===== src/hdl/rsamx_pkg.sv =====
// shared types and constants for the modular exponentiation block
`timescale 1ns / 1ps

package rsamx_pkg;

   // width of the configuration register index
   localparam int CSR_INDEX_WIDTH = 8;

   // configuration register indexes
   localparam logic [CSR_INDEX_WIDTH-1:0] CSR_EXPONENT = 8'd0;
   localparam logic [CSR_INDEX_WIDTH-1:0] CSR_MODULUS  = 8'd1;

   // exponentiation sequencer states
   typedef enum logic [2:0] {
      ST_IDLE,
      ST_REDUCE,
      ST_STEP,
      ST_MUL_ACC,
      ST_MUL_SQR,
      ST_FINISH
   } state_type;

endpackage


===== src/hdl/rsamx_mulmod.sv =====
// bit-serial modular multiplier: product = a * b mod m, one bit of b per cycle
`timescale 1ns / 1ps

module rsamx_mulmod #(
   parameter int WIDTH = 32
) (
   input  logic                 clock,
   input  logic                 reset,
   input  logic                 start,
   input  logic [WIDTH-1:0]     a,
   input  logic [WIDTH-1:0]     b,
   input  logic [WIDTH-1:0]     m,
   output logic                 done,
   output logic [WIDTH-1:0]     product
);

   localparam int CNT_WIDTH = $clog2(WIDTH + 1);

   logic [CNT_WIDTH-1:0] cnt_ff, cnt_in;
   logic                 done_ff, done_in;
   logic [WIDTH-1:0]     acc_ff, acc_in;
   logic [WIDTH-1:0]     a_ff, a_in;
   logic [WIDTH-1:0]     b_sh_ff, b_sh_in;

   logic [WIDTH+1:0]     sum;
   logic [WIDTH+1:0]     m1;
   logic [WIDTH+1:0]     m2;
   logic [WIDTH+1:0]     addend;

   // one step: acc = (2*acc + bit*a) mod m, sum stays below 3m
   always_comb begin
      m1     = {2'b00, m};
      m2     = {1'b0, m, 1'b0};
      addend = b_sh_ff[WIDTH-1] ? {2'b00, a_ff} : '0;
      sum    = {1'b0, acc_ff, 1'b0} + addend;

      cnt_in  = cnt_ff;
      done_in = 1'b0;
      acc_in  = acc_ff;
      a_in    = a_ff;
      b_sh_in = b_sh_ff;

      if (start) begin
         cnt_in  = CNT_WIDTH'(WIDTH);
         acc_in  = '0;
         a_in    = a;
         b_sh_in = b;
      end else if (cnt_ff != '0) begin
         if (sum >= m2) begin
            acc_in = WIDTH'(sum - m2);
         end else if (sum >= m1) begin
            acc_in = WIDTH'(sum - m1);
         end else begin
            acc_in = sum[WIDTH-1:0];
         end
         b_sh_in = {b_sh_ff[WIDTH-2:0], 1'b0};
         cnt_in  = cnt_ff - 1'b1;
         done_in = (cnt_ff == CNT_WIDTH'(1));
      end
   end

   // step counter and completion pulse
   always_ff @(posedge clock) begin
      if (reset) begin
         cnt_ff  <= '0;
         done_ff <= 1'b0;
      end else begin
         cnt_ff  <= cnt_in;
         done_ff <= done_in;
      end
   end

   // operand and accumulator registers
   always_ff @(posedge clock) begin
      acc_ff  <= acc_in;
      a_ff    <= a_in;
      b_sh_ff <= b_sh_in;
   end

   assign done    = done_ff;
   assign product = acc_ff;

endmodule


===== src/hdl/rsa_modular_exponentiation.sv =====
// modular exponentiation top level: sequencer, configuration registers, result register
`timescale 1ns / 1ps

// Computes result = message^exponent mod modulus by right-to-left square-and-multiply.
// Exponent (index 0, reset 3) and modulus (index 1, reset 1) are written through the
// csr port; the user must write them only while no message is in flight, the block
// itself does not enforce this. One shared bit-serial modular multiplier does all
// arithmetic, including the initial reduction of the message (message * 1 mod n).
// For each exponent bit, lowest first, the accumulator is multiplied by the base when
// the bit is set, and then the base is squared; all WIDTH bits are processed.
// A zero modulus returns 0 without any multiply, a message that reduces to zero
// returns 0 right after the reduction.
// One message is processed at a time; a finished result waits in the output register
// while the next message is already accepted.

module rsa_modular_exponentiation #(
   parameter int WIDTH = 32
) (
   input  logic                                 clock,
   input  logic                                 reset,
   input  logic                                 req_valid,
   output logic                                 req_stall,
   input  logic [WIDTH-1:0]                     req_message,
   output logic                                 rsp_valid,
   input  logic                                 rsp_stall,
   output logic [WIDTH-1:0]                     rsp_result,
   input  logic                                 csr_valid,
   output logic                                 csr_ready,
   input  logic [rsamx_pkg::CSR_INDEX_WIDTH-1:0] csr_index,
   input  logic [WIDTH-1:0]                     csr_data
);

   import rsamx_pkg::*;

   localparam int CNT_WIDTH = $clog2(WIDTH + 1);

   state_type            state_ff, state_in;
   logic [WIDTH-1:0]     exponent_ff, exponent_in;
   logic [WIDTH-1:0]     modulus_ff, modulus_in;
   logic [CNT_WIDTH-1:0] bit_cnt_ff, bit_cnt_in;
   logic                 rsp_valid_ff, rsp_valid_in;
   logic [WIDTH-1:0]     acc_ff, acc_in;
   logic [WIDTH-1:0]     base_ff, base_in;
   logic [WIDTH-1:0]     e_sh_ff, e_sh_in;
   logic [WIDTH-1:0]     res_ff, res_in;
   logic [WIDTH-1:0]     rsp_result_ff, rsp_result_in;

   logic                 mm_start;
   logic                 mm_done;
   logic [WIDTH-1:0]     mm_a;
   logic [WIDTH-1:0]     mm_b;
   logic [WIDTH-1:0]     mm_product;
   logic [WIDTH-1:0]     one_mod;
   logic                 req_beat;
   logic                 rsp_beat;
   logic                 rsp_free;

   // shared modular multiplier
   rsamx_mulmod #(
      .WIDTH (WIDTH)
   ) u_mulmod (
      .clock   (clock),
      .reset   (reset),
      .start   (mm_start),
      .a       (mm_a),
      .b       (mm_b),
      .m       (modulus_ff),
      .done    (mm_done),
      .product (mm_product)
   );

   // handshakes
   assign req_stall = (state_ff != ST_IDLE);
   assign req_beat  = req_valid && !req_stall;
   assign rsp_beat  = rsp_valid_ff && !rsp_stall;
   assign rsp_free  = !rsp_valid_ff || !rsp_stall;
   assign csr_ready = 1'b1;

   // 1 mod n: zero only when n is one
   assign one_mod = (modulus_ff == WIDTH'(1)) ? '0 : WIDTH'(1);

   // configuration register writes
   always_comb begin
      exponent_in = exponent_ff;
      modulus_in  = modulus_ff;
      if (csr_valid && csr_ready) begin
         unique case (csr_index)
            CSR_EXPONENT: exponent_in = csr_data;
            CSR_MODULUS:  modulus_in  = csr_data;
            default: ;
         endcase
      end
   end

   // sequencer next state and datapath control
   always_comb begin
      state_in      = state_ff;
      bit_cnt_in    = bit_cnt_ff;
      acc_in        = acc_ff;
      base_in       = base_ff;
      e_sh_in       = e_sh_ff;
      res_in        = res_ff;
      mm_start      = 1'b0;
      mm_a          = acc_ff;
      mm_b          = base_ff;
      rsp_valid_in  = rsp_valid_ff && !rsp_beat;
      rsp_result_in = rsp_result_ff;

      unique case (state_ff)
         ST_IDLE: begin
            if (req_beat) begin
               acc_in     = one_mod;
               e_sh_in    = exponent_ff;
               bit_cnt_in = CNT_WIDTH'(WIDTH);
               if (modulus_ff == '0) begin
                  res_in   = '0;
                  state_in = ST_FINISH;
               end else begin
                  // reduce the message as message * 1 mod n
                  mm_start = 1'b1;
                  mm_a     = one_mod;
                  mm_b     = req_message;
                  state_in = ST_REDUCE;
               end
            end
         end
         ST_REDUCE: begin
            if (mm_done) begin
               base_in = mm_product;
               if (mm_product == '0) begin
                  res_in   = '0;
                  state_in = ST_FINISH;
               end else begin
                  state_in = ST_STEP;
               end
            end
         end
         ST_STEP: begin
            if (bit_cnt_ff == '0) begin
               res_in   = acc_ff;
               state_in = ST_FINISH;
            end else if (e_sh_ff[0]) begin
               mm_start = 1'b1;
               mm_a     = acc_ff;
               mm_b     = base_ff;
               state_in = ST_MUL_ACC;
            end else begin
               mm_start = 1'b1;
               mm_a     = base_ff;
               mm_b     = base_ff;
               state_in = ST_MUL_SQR;
            end
         end
         ST_MUL_ACC: begin
            if (mm_done) begin
               acc_in   = mm_product;
               mm_start = 1'b1;
               mm_a     = base_ff;
               mm_b     = base_ff;
               state_in = ST_MUL_SQR;
            end
         end
         ST_MUL_SQR: begin
            if (mm_done) begin
               base_in    = mm_product;
               e_sh_in    = {1'b0, e_sh_ff[WIDTH-1:1]};
               bit_cnt_in = bit_cnt_ff - 1'b1;
               state_in   = ST_STEP;
            end
         end
         ST_FINISH: begin
            // move the result into the output register once it is free
            if (rsp_free) begin
               rsp_valid_in  = 1'b1;
               rsp_result_in = res_ff;
               state_in      = ST_IDLE;
            end
         end
         default: state_in = ST_IDLE;
      endcase
   end

   // control and configuration registers
   always_ff @(posedge clock) begin
      if (reset) begin
         state_ff     <= ST_IDLE;
         exponent_ff  <= WIDTH'(3);
         modulus_ff   <= WIDTH'(1);
         bit_cnt_ff   <= '0;
         rsp_valid_ff <= 1'b0;
      end else begin
         state_ff     <= state_in;
         exponent_ff  <= exponent_in;
         modulus_ff   <= modulus_in;
         bit_cnt_ff   <= bit_cnt_in;
         rsp_valid_ff <= rsp_valid_in;
      end
   end

   // payload registers
   always_ff @(posedge clock) begin
      acc_ff        <= acc_in;
      base_ff       <= base_in;
      e_sh_ff       <= e_sh_in;
      res_ff        <= res_in;
      rsp_result_ff <= rsp_result_in;
   end

   assign rsp_valid  = rsp_valid_ff;
   assign rsp_result = rsp_result_ff;

endmodule

===== config.mk =====
export PLATFORM = sky130hd
export DESIGN_NAME = rsa_modular_exponentiation
export DESIGN_NICKNAME = d
export VERILOG_FILES = /design/src/hdl/rsamx_pkg.sv /design/src/hdl/rsamx_mulmod.sv /design/src/hdl/rsa_modular_exponentiation.sv
export SDC_FILE = /design/constraint.sdc
export NUM_CORES = 1
export LEC_CHECK = 0
export ABC_AREA = 1
export BUFFER_PORTS_ARGS = -buffer_cell sky130_fd_sc_hd__buf_4
export CORE_UTILIZATION = 50
export CTS_CLUSTER_SIZE = 30
export DETAILED_ROUTE_END_ITERATION = 10
export PLACE_DENSITY = 0.67
export SYNTH_ARGS = -nofsm -noshare
export SYNTH_HDL_FRONTEND = slang
export SYNTH_SLANG_ARGS = --single-unit

===== constraint.sdc =====
create_clock -name clock -period 5.66 [get_ports clock]
set_clock_uncertainty 0.2 [all_clocks]
set_input_delay 0.566 -clock clock [delete_from_list [all_inputs] [get_ports clock]]
set_output_delay 0.566 -clock clock [all_outputs]
set_load 0.005 [all_outputs]

After elaboration in Yosys (flattened, before gate mapping)
Cells that the tools add are included.

word-level totals
  bits in read-only memories = 0
  word-level logic and storage cells = 119
  register bits = 337
  bits of input ports = 77
  bits in writable memories = 0
  memories = 0
  latch bits = 0

operators by class
  add/subtract/negate cells = 5
  reduce and logical (&&, ||, !) cells = 30
  $lt $le $gt $ge = 2
  divide/modulo/power cells = 0
  shift-type cells = 0
  mux-type cells = 49
  multiply operators = 0
  eq/ne operators = 16
  bitwise operators = 1

operators by type and width
  operator             number
  $mux 32              22
  $pmux 32 s3          2
  $pmux 32 s2          2
  $logic_not 32->1     2
  $sub 32x32->32       2
  $add 33x32->34       1
  $ge 34x32->1         1
  $ge 34x33->1         1
  $eq 32x1->1 const B  1
  $mux 3               9
  $mux 6               4
  $pmux 3 s6           1
  $pmux 6 s2           1
  $sub 6x1->6 const B  2
  $ne 2x2->1 const B   5
  $eq 8x1->1 const B   1
  $logic_not 8->1      1
  $reduce_and 2->1     4
  $mux 1               7
  $eq 3x2->1 const B   2
  $eq 3x3->1 const B   2
  $eq 6x1->1 const B   1
  $logic_not 6->1      1
  $ne 2x1->1 const B   3
  15 further kinds     25

Longest topological paths before layout
Gate-level depths: netlist of the first run.

  depth in word-level cells = 6
  mapped depth = 34
  mapped depth without buffers = 33

Hierarchy
Synthesis of the first run repeated with hierarchy kept, for this count alone.

unflattened totals
  cells, all modules = 2735
  area total of the unflattened synthesis = 20602.3 µm²

by module, submodules not included
  module                      area each (µm²)  sequential area each (µm²)  instances  cells an instance
  rsamx_mulmod                10906.7          2702.6                      1          1693
  rsa_modular_exponentiation  9695.5           6286.0                      1          1042

Worst setup path after synthesis of the first run
OpenSTA, ideal clock, no wires.

  kind = flip-flop to flip-flop
  from = register u_mulmod.b_sh_ff[31]
  to = register u_mulmod.acc_ff[16], in the netlist u_mulmod.product[16]
  arrival time = 3889 ps
  data required time = 5348 ps
  period minus slack after synthesis = 4202 ps
  slack = 1458 ps
  cell stages (with the launch flop) = 30
  library setup time = 112 ps
  cells stage by stage = edfxtp_1 clkbuf_1 nand2_1 inv_1 ha_1 inv_1 fa_1 nand3b_1 nand2_1 nand2_1 nand3_2 nand2_1 nand2_2 a21oi_1 xor2_1 inv_1 ha_1 a21o_1 a21oi_1 nand2_1 a21oi_1 nand2_1 nand2_1 nand4_4 buf_6 buf_6 nand2_1 nand3_1 nand2_1 nand2_1

between the ends
  longest elaborated chain between the ends = 5
  elaborated cells on any way between the ends = 8

RTL lines
  element                                                RTL line                                text
  start: declaration                                     rsamx_mulmod.sv:23                      logic [WIDTH-1:0] b_sh_ff, b_sh_in;
  start signal: assignment                               rsamx_mulmod.sv:77                      b_sh_ff <= b_sh_in;
  $mux 32 *                                              rsamx_mulmod.sv:34                      addend = b_sh_ff[WIDTH-1] ? {2'b00, a_ff} : '0;
  $add 33x32->34 *                                       rsamx_mulmod.sv:35                      sum = {1'b0, acc_ff, 1'b0} + addend;
  $sub 32x32->32 / $ge 34x32->1 (equally long branches)  rsamx_mulmod.sv:52, rsamx_mulmod.sv:51
  $mux 32                                                rsamx_mulmod.sv:51                      end else if (sum >= m1) begin
  $mux 32 *                                              rsamx_mulmod.sv:49                      if (sum >= m2) begin
  end signal: assignment                                 rsamx_mulmod.sv:75                      acc_ff <= acc_in;
  end: declaration                                       rsamx_mulmod.sv:21                      logic [WIDTH-1:0] acc_ff, acc_in;

Every way passes the cells marked *; elsewhere a longest branch is shown, timed or not.
A chain may end at the register's enable or synchronous reset.

Worst setup path in the final report of the first run
  from = register u_mulmod.b_sh_ff[31]
  to = register u_mulmod.acc_ff[0], in the netlist u_mulmod.product[0]

Same word-level chain as after synthesis.

==> results of run 1 <==
-- placed cells by master, fill, tap and decap left out, types with 8 or more instances in the layout --
| master | netlist | routed |
|---|---|---|
| a21o_1 | 11 | 11 |
| a21oi_1 | 185 | 185 |
| a21oi_2 | 20 | 20 |
| a22o_1 | 19 | 19 |
| a31oi_1 | 27 | 26 |
| buf_4 | 4 | 127 |
| clkbuf_16 | 0 | 42 |
| clkinv_2 | 0 | 8 |
| dfxtp_1 | 113 | 113 |
| edfxtp_1 | 224 | 224 |
| ha_1 | 99 | 99 |
| inv_1 | 362 | 362 |
| inv_2 | 10 | 10 |
| nand2_1 | 627 | 626 |
| nand2_2 | 10 | 11 |
| nand3_1 | 105 | 104 |
| nand4_1 | 25 | 25 |
| nor2_1 | 325 | 323 |
| nor3_1 | 16 | 15 |
| nor4_1 | 13 | 13 |
| o21ai_0 | 172 | 172 |
| o21bai_1 | 19 | 19 |
| xnor2_1 | 23 | 23 |
| xor2_1 | 49 | 49 |
-- registers in the layout, summed over array words and instances (netlist names), 32 cells and up --
signal            count
acc_ff               32
base_ff              32
e_sh_ff              32
exponent_ff          32
modulus_ff           32
res_ff               32
rsp_result           32
u_mulmod.a_ff        32
u_mulmod.b_sh_ff     32
u_mulmod.product     32
-- layout make-up --
| cell class | count | area (um2) |
|---|---|---|
| fillers | 3695 | 16890 |
| flip-flops and latches | 337 | 8989 |
| multi-input cells | 1805 | 9422 |
| well taps | 525 | 656.9 |
| clock buffers | 50 | 1101 |
| repair buffers | 130 | 992.2 |
| inverters | 373 | 1400 |
| clock inverters | 20 | 281.5 |
-- how the worst max path moves through the flow --
stage / from / endpoint / slack [ps] / cells past startpoint
6_report: u_mulmod.b_sh_ff[31]$_DFFE_PP_ / u_mulmod.product[0]$_SDFFE_PP0P_ / 420 / 30
5_1_grt: u_mulmod.b_sh_ff[31]$_DFFE_PP_ / u_mulmod.product[19]$_SDFFE_PP0P_ / 20 / 28
4_1_cts: u_mulmod.b_sh_ff[31]$_DFFE_PP_ / u_mulmod.product[0]$_SDFFE_PP0P_ / 440 / 30
3_5_place_dp: u_mulmod.b_sh_ff[31]$_DFFE_PP_ / u_mulmod.product[11]$_SDFFE_PP0P_ / 480 / 26
3_3_place_gp: u_mulmod.b_sh_ff[31]$_DFFE_PP_ / u_mulmod.product[0]$_SDFFE_PP0P_ / 460 / 29
2_1_floorplan: u_mulmod.b_sh_ff[31]$_DFFE_PP_ / u_mulmod.product[16]$_SDFFE_PP0P_ / 1460 / 29
-- synthesized netlist by cell type (11+ instances only) --
cell type | n | area [um2]
nand2_1 | 627 | 2354
inv_1 | 362 | 1359
nor2_1 | 325 | 1220
edfxtp_1 | 224 | 6726
a21oi_1 | 185 | 925.9
o21ai_0 | 172 | 860.8
dfxtp_1 | 113 | 2262
nand3_1 | 105 | 525.5
ha_1 | 99 | 1239
clkbuf_1 | 49 | 183.9
xor2_1 | 49 | 429.2
a31oi_1 | 27 | 168.9
nand4_1 | 25 | 156.4
xnor2_1 | 23 | 201.4
a21oi_2 | 20 | 175.2
a22o_1 | 19 | 166.4
o21bai_1 | 19 | 142.6
buf_2 | 17 | 85.08
nor3_1 | 16 | 80.08
nor4_1 | 13 | 81.33
a21o_1 | 11 | 82.58
-- logic make-up after synthesis --
group / after synthesis
simple gates: 1147
compound gates: 483
buf+inv: 449
flops: 337
fa+ha+maj: 102
xor+xnor: 72
other cells: 1
-- repair_timing --
item | CTS | global route
resized for setup | 0 | 2
hold buffers | 0 | 0
setup endpoints to repair | 0 | 30
setup buffers | 0 | 1
-- per-layer routing --
| metal | up-vias | part of all wire, % | GRT usage, % |
|---|---|---|---|
| li1 | 8694 | - | - |
| met1 | 8194 | 46 | 41.01 |
| met2 | 565 | 45 | 47.41 |
| met5 | - | 0 | 0 |
| met3 | 89 | 5.5 | 3.339 |
| met4 | 0 | 3.8 | 11.95 |
-- per-stage QoR --
step / setup slack (ps) / hold slack, ps / cell area (um2) / util [%]
CTS: 438.6 / 24.43 / 22830 / 57.46
global route: 21.38 / 46.94 / 22840 / 57.49
global placement: 460.3 / 200.4 / 21450 / 53.98
detailed placement: 476.7 / 205.4 / 21450 / 53.98
floorplan: 1458 / 200.3 / 20120 / -
finish: 422.8 / 48.35 / 22840 / 57.49
-- worst reg2reg max path: cells and delay by family (launching register included) --
family,cells,cell delay (ps)
xor gates and xnor gates,1,290
AOI/OAI and AO/OA,4,850
and+or+nand+nor,17,1470
buffers and inverters,6,1060
DFF,1,540
adders and majority gates,2,730
==> reports/metrics.cfg, run 1 <==
[floorplan]
core_um2 = 39730
fp.dieW_um = 202.6
initial_core_util_pct = 50.65
std_cell_rows = 73
dieArea_um2 = 41050
die_h_um = 202.6
ios = 112

[timing]
tightest_slew_ps = 1203
setup_violations = 0
timing.final.crit_share_pct = 92.53
hold_viol_final = 0
post-route-min-period_ps = 5237
rsz0062_at_grt = no
fmax_ghz = 0.1909
setup_tns_ps = 0
slew_headroom_pct = 19.83
slew_violations = 0

[synth]
synth_xor_area_share_pct = 3.134
syn_area_um2 = 20120
yosysSeqAreaShare_pct = 44.67
synth_compound_area_share_pct = 13.65
synth_simple_gate_area_share_pct = 23.32
synthDistinctLibCells = 52
synthAdderAreaFrac_pct = 6.454
synth_seq_cells = 337
synth-edff-count = 224
ys_warn_count = 0
synth_mux_area_share_pct = 0
synth_cells = 2591
synth_top_family_by_area = simple AND/OR/NAND/NOR gates
syn_area_per_cell_um2 = 7.767
synthFlopType = edfxtp_1
syn_nets = 2770
async_flop_share_pct = 0

[final_layout]
antenna_cells = 0
layout.nets = 2864
area_delta_synth_final_pct = 13.51
final_cells = 3240
drive_gt1_share_pct = 9.466

[route]
drtAntennaViolNets = 0
post_drt_wl_per_cell_um = 18.71
vias = 17540
drc = 0
drtIter0Drc = 1340
dr.pass1.iters = 5
viasPerCell = 5.414
finalWirelength_mm = 60.61

[grt]
grt_pass1_vias = 16890
track_usage_pct = 29.64
grt_pass1_wl_mm = 93.93
gr-total-overflow = 0
antenna_found_initial = 0
grt_max_degree = 77

[critical_path]
cp.required_ps = 5910
r2r_cells = 30
start_kind = flop
crit_path_end_kind = flop
path_buf_inv = 6
worst_path_dominant_cell_family = simple AND/OR/NAND/NOR gates
crit_fanout = 25
cpPeakStageDelay_ps = 540
arrival_ps = 5490
worstReg2RegStart = u_mulmod.b_sh_ff[31]$_DFFE_PP_
r2r_setup_slack_ps = 420
r2r_end = u_mulmod.product[0]$_SDFFE_PP0P_
cp_slowest_cell = edfxtp_1
cpMostUsedCell = nand2_1
path_class = flop to flop

[cts]
htree_num_levels = 2
clk_latency_ps = 570
cts_tree = yes
clockRootBuffer = clkbuf_16
cts_buffers = 38
cts.path.max_buffers = 3
clk_transition_reported_paths_ps = 60
clock-sinks = 337

[job]
cap_violations = 0

[outcome]
status = completed

[placed_design]
place_inst = 3169
dp_hpwl_mm = 46.49
io_buffers = 110
gp_congestion = 0.9663

[worst_hold_path]
hold_path_end = exponent_ff[1]$_SDFFE_PP1P_
hold_path.class = input port to flop
whs_path_depth = 3
hold_path_startpoint = csr_data[1]

Power of run 1 is not shown: default switching activity piles up to over one toggle a cycle in this logic, so the estimate is an artifact.
==> run 2, diff against run 1 <==
- MAX_ROUTING_LAYER: default -> met4
==> reports/metrics.cfg, run 2 (synthesized netlist as in run 1, its figures left out) <==
[grt]
grt_max_degree = 67
grt_pass1_vias = 16900
grt_pass1_wl_mm = 94.27
gr-total-overflow = 0
antenna_found_initial = 0
track_usage_pct = 30.71

[floorplan]
fp.dieW_um = 202.6
std_cell_rows = 73
initial_core_util_pct = 50.65
core_um2 = 39730
ios = 112
dieArea_um2 = 41050
die_h_um = 202.6

[route]
dr.pass1.iters = 5
post_drt_wl_per_cell_um = 18.63
drtIter0Drc = 1312
drc = 0
drtAntennaViolNets = 0
viasPerCell = 5.375
finalWirelength_mm = 60.40
vias = 17430

[placed_design]
io_buffers = 110
gp_congestion = 1.021
dp_hpwl_mm = 46.76

[critical_path]
path_buf_inv = 5
crit_fanout = 24
cp_slowest_cell = edfxtp_1
start_kind = flop
arrival_ps = 5400
cp.required_ps = 5900
cpMostUsedCell = nand2_1
crit_path_end_kind = flop
worst_path_dominant_cell_family = simple AND/OR/NAND/NOR gates
cpPeakStageDelay_ps = 470
path_class = flop to flop

[cts]
clk_transition_reported_paths_ps = 60
clock-sinks = 337
ctsHoldBuffers = 0
clk_latency_ps = 560
cts_resized = 0
htree_num_levels = 2
cts_buffers = 38
cts.path.max_buffers = 3
cts_setup_buffers = 0
clockRootBuffer = clkbuf_16
cts_tree = yes

[worst_hold_path]
hold_path.class = input port to flop

[final_layout]
antenna_cells = 0
final_common_cell = nand2_1
layout.nets = 2866
area_delta_synth_final_pct = 12.97
fillers = 3810
drive_gt1_share_pct = 9.238
mostFrequentLayoutCells = 626 x nand2_1, 362 x inv_1, 324 x nor2_1, 224 x edfxtp_1, 185 x a21oi_1

[job]
cap_violations = 0

[timing]
timing.final.crit_share_pct = 91.24
post-route-min-period_ps = 5164
rsz0062_at_grt = no
slew_headroom_pct = 20.29
setup_violations = 0
setup_tns_ps = 0
slew_violations = 0
fmax_ghz = 0.1936
hold_viol_final = 0
tightest_slew_ps = 1196

[outcome]
status = completed

==> run 2: cell types whose count changed in the layout (fill, tap and decap cells not counted) <==
cell,change
clkinv_1,+5
buf_4,+4
clkbuf_16,-3
clkinv_2,-3
bufinv_16,-2
clkbuf_1,+2
clkinv_4,+2
buf_6,-1
clkbuf_4,-1
inv_8,-1
nor2_1,+1
nor2_2,-1
==> run 2: final timing paths <==
path	startpoint	endpoint	slack [ps]	depth (start not counted)
max	u_mulmod.b_sh_ff[31]$_DFFE_PP_	u_mulmod.product[11]$_SDFFE_PP0P_	500	27
min	csr_data[1]	exponent_ff[1]$_SDFFE_PP1P_	30	3
max reg2reg	u_mulmod.b_sh_ff[31]$_DFFE_PP_	u_mulmod.product[11]$_SDFFE_PP0P_	500	27
min reg2reg	res_ff[16]$_SDFFCE_PN0P_	rsp_result[16]$_DFFE_PP_	220	0
==> run 2: metrics by stage <==
step	setup WS (ps)	hold WS (ps)	std cells	cell area, um2	utilization (%)
6_report	495.7	29.63	3242	22730	57.22
3_5_place_dp	607.9	204.5	3172	21470	54.03
3_3_place_gp	640.4	201.6	3172	21470	54.03
5_1_grt	49.18	52.40	3242	22730	57.22
2_1_floorplan	1458	200.3	2591	20120	-
4_1_cts	595.3	2.280	3242	22730	57.22
==> run 2: area by class of cell <==
cell class	count	area [um2]	share of cell area (%)
Multi-Input combinational cell	1805	9419	41.43
Clock inverter	21	231.5	1.018
Timing Repair Buffer	132	1003	4.414
Tap cell	525	656.9	2.890
Inverter	373	1400	6.159
Clock buffer	49	1033	4.546
Sequential cell	337	8989	39.54
==> run 2: routing by layer <==
| metal | track usage [%] | share of wire, % | up-vias |
|---|---|---|---|
| met1 | 41.93 | 46 | 8094 |
| met2 | 46.16 | 44 | 502 |
| met4 | 13.27 | 4.4 | 0 |
| li1 | - | - | 8717 |
| met3 | 3.547 | 5.2 | 113 |
| met5 | - | 0 | - |
==> run 2: worst register-to-register path, stage by stage (launching register included) <==
cell and delay, ps:
edfxtp_1 470, buf_4 210, nand2_1 100, inv_1 50, ha_1 260, nand2_1 50
a21oi_1 270, a21oi_1 180, o21ai_0 460, nand2_1 110, nand2_1 100, xor2_1 270
inv_1 160, ha_1 370, nand2_1 110, nor2_1 170, nand2_1 100, nor2_1 120
nand2_1 60, nand2_1 120, nand2_1 150, nand4_4 160, buf_4 270, inv_2 200
nand2_1 100, nand3_1 60, nand2_1 80, o21ai_0 70
Power of run 2 is left out for the same reason.
==> run 3, diff against run 2 <==
- ABC_AREA: 1 -> 0
- PLACE_DENSITY: 0.67 -> 0.68
==> reports/metrics.cfg, run 3 <==
[outcome]
status = completed

[critical_path]
crit_path_end_kind = flop
r2r_cells = 24
crit_chain = and2_1, ha_1, inv_1, fa_1, nor2b_2, o2111ai_1, nand4_1, a21oi_2, or3_1, nand2_1, a21boi_0, xnor2_1, buf_4, ha_2, o211ai_1, or4_1, a311oi_1, nand2b_4, o41ai_2, o21bai_2, a21oi_2, and3_1, o32ai_1, a311oi_1
cp-startpoint = u_mulmod.b_sh_ff[31]$_DFFE_PP_
arrival_ps = 5650
path_class = flop to flop
path_buf_inv = 2
start_kind = flop
worst_path_dominant_cell_family = simple AND/OR/NAND/NOR gates
cp.required_ps = 5890
cp_slowest_cell = or4_1
r2r_end = u_mulmod.product[31]$_SDFFE_PP0P_
r2r_setup_slack_ps = 240
cpPeakStageDelay_ps = 520
worstReg2RegStart = u_mulmod.b_sh_ff[31]$_DFFE_PP_
crit_fanout = 6

[route]
post_drt_wl_per_cell_um = 19.25
vias = 14240
drtIter0Drc = 1037
dr.pass1.iters = 5
finalWirelength_mm = 47.36
drc = 0
drtAntennaViolNets = 0
viasPerCell = 5.785

[floorplan]
dieArea_um2 = 38280
core_um2 = 36790
initial_core_util_pct = 50.97
die_h_um = 195.6
ios = 112
fp.dieW_um = 195.6
std_cell_rows = 70

[synth]
synth-edff-count = 224
syn_area_um2 = 18750
synth_top_area_share_pct = 35.88
yosys-top-cells-area = edfxtp_1 36%, dfxtp_1 12%, ha_1 6.6%
syn_nets = 2024
synthFlopType = edfxtp_1
synthDistinctLibCells = 90
syn_area_per_cell_um2 = 10.16
yosysMostFrequentCell = edfxtp_1
yosysSeqAreaShare_pct = 47.94
ys_warn_count = 0
synth_seq_cells = 337
yosysTopAreaCell = edfxtp_1
async_flop_share_pct = 0
synth_commonest_cells = 224 x edfxtp_1, 223 x nand2_1, 171 x a21oi_1
synth_cells = 1845

[cts]
cts_tree = yes
clk_latency_ps = 570
cts_buffers = 38
htree_num_levels = 2
clockRootBuffer = clkbuf_16
clk_transition_reported_paths_ps = 60
clock-sinks = 337
cts.path.max_buffers = 3

[final_layout]
finish.instance_area_um2 = 21560
seqCellArea_um2 = 8989
final_common_cell = edfxtp_1
fillers = 3114
final_cells = 2461
antenna_cells = 0
drive_gt1_share_pct = 16.16
mostFrequentLayoutCells = 224 x edfxtp_1, 222 x nand2_1, 168 x a21oi_1, 163 x buf_4, 113 x dfxtp_1
multi_input_area_um2 = 9214
area_delta_synth_final_pct = 15.01
layout.nets = 2145

[placed_design]
place_inst = 2393
io_buffers = 110
dp_hpwl_mm = 34.76
placed_cell_area_um2 = 20290
gp_congestion = 0.9694

[timing]
slew_violations = 0
tightest_slew_ps = 1229
setup_violations = 0
rsz0062_at_grt = yes
post-route-min-period_ps = 5423
fmax_ghz = 0.1844
slew_headroom_pct = 17.83
timing.final.crit_share_pct = 95.82
setup_tns_ps = 0
hold_viol_final = 0

[grt]
grt_max_degree = 82
grt_pass1_vias = 13830
gr-total-overflow = 0
track_usage_pct = 25.61
grt_pass1_wl_mm = 74.78
antenna_found_initial = 0

[job]
cap_violations = 0

[worst_hold_path]
whs_path_depth = 3
hold_path.class = input port to flop
hold_path_end = exponent_ff[0]$_SDFFE_PP1P_
hold_path_startpoint = csr_data[0]

-- run 3: kinds of logic after synthesis --
kind of cell | share of synthesized area, %
other | 0.02000
XOR/XNOR | 4.111
AND/OR/NAND/NOR | 14.70
multiplexers | 5.212
adder cells (fa/ha/maj) | 6.927
AO/OA/AOI/OAI | 17.52
buffers and inverters | 3.563
flip-flops | 47.94
-- run 3: worst reg2reg max path: stages (launching register included) --
cell and delay, ps:
edfxtp_1 370, and2_1 140, ha_1 170, inv_1 60, fa_1 420, nor2b_2 170, o2111ai_1 140, nand4_1 160
a21oi_2 90, or3_1 420, nand2_1 140, a21boi_0 120, xnor2_1 140, buf_4 160, ha_2 380, o211ai_1 150
or4_1 520, a311oi_1 250, nand2b_4 180, o41ai_2 90, o21bai_2 190, a21oi_2 110, and3_1 170, o32ai_1 270
a311oi_1 130
-- run 3: cell type report --
| cell class | instances | area share, % |
|---|---|---|
| clock buffers | 46 | 4.694 |
| clock inverters | 21 | 0.8993 |
| inverters | 75 | 1.329 |
| multi-input cells | 1348 | 42.73 |
| flip-flops and latches | 337 | 41.68 |
| well taps | 468 | 2.715 |
| repair buffers | 166 | 5.953 |
-- run 3: how the worst max path moves through the flow --
stage	endpoint	cells past startpoint	slack (ps)
finish	u_mulmod.product[31]$_SDFFE_PP0P_	24	240
floorplan	res_ff[0]$_SDFFCE_PN0P_	5	200
global route	u_mulmod.product[31]$_SDFFE_PP0P_	23	-30
global placement	u_mulmod.product[4]$_SDFFE_PP0P_	23	390
detailed placement	u_mulmod.product[6]$_SDFFE_PP0P_	23	210
CTS	u_mulmod.product[6]$_SDFFE_PP0P_	23	190
-- run 3: through the flow --
step,hold slack (ps),worst slack (ps),util [%]
5_1_grt,44.38,-25.32,58.62
4_1_cts,23.75,191.4,58.45
3_5_place_dp,204.5,214.7,55.17
2_1_floorplan,200.3,201.6,-
6_report,48.27,236.9,58.62
3_3_place_gp,201.2,389.6,55.17
-- run 3: what timing repair did --
item                       4_1_cts  5_1_grt
gates resized for setup          0       13
setup endpoints to repair        0       32
hold buffers                     0        0
setup buffers                    0        1
-- run 3: metal layers --
| layer | wire length (um) | GRT usage (%) | vias to the layer above |
|---|---|---|---|
| met1 | 22640 | 35.38 | 6774 |
| met5 | 0 | - | - |
| met2 | 21150 | 38.94 | 399 |
| met3 | 2393 | 4.128 | 65 |
| li1 | - | - | 6998 |
| met4 | 1175 | 7.145 | 0 |
Power of run 3 is left out for the same reason.
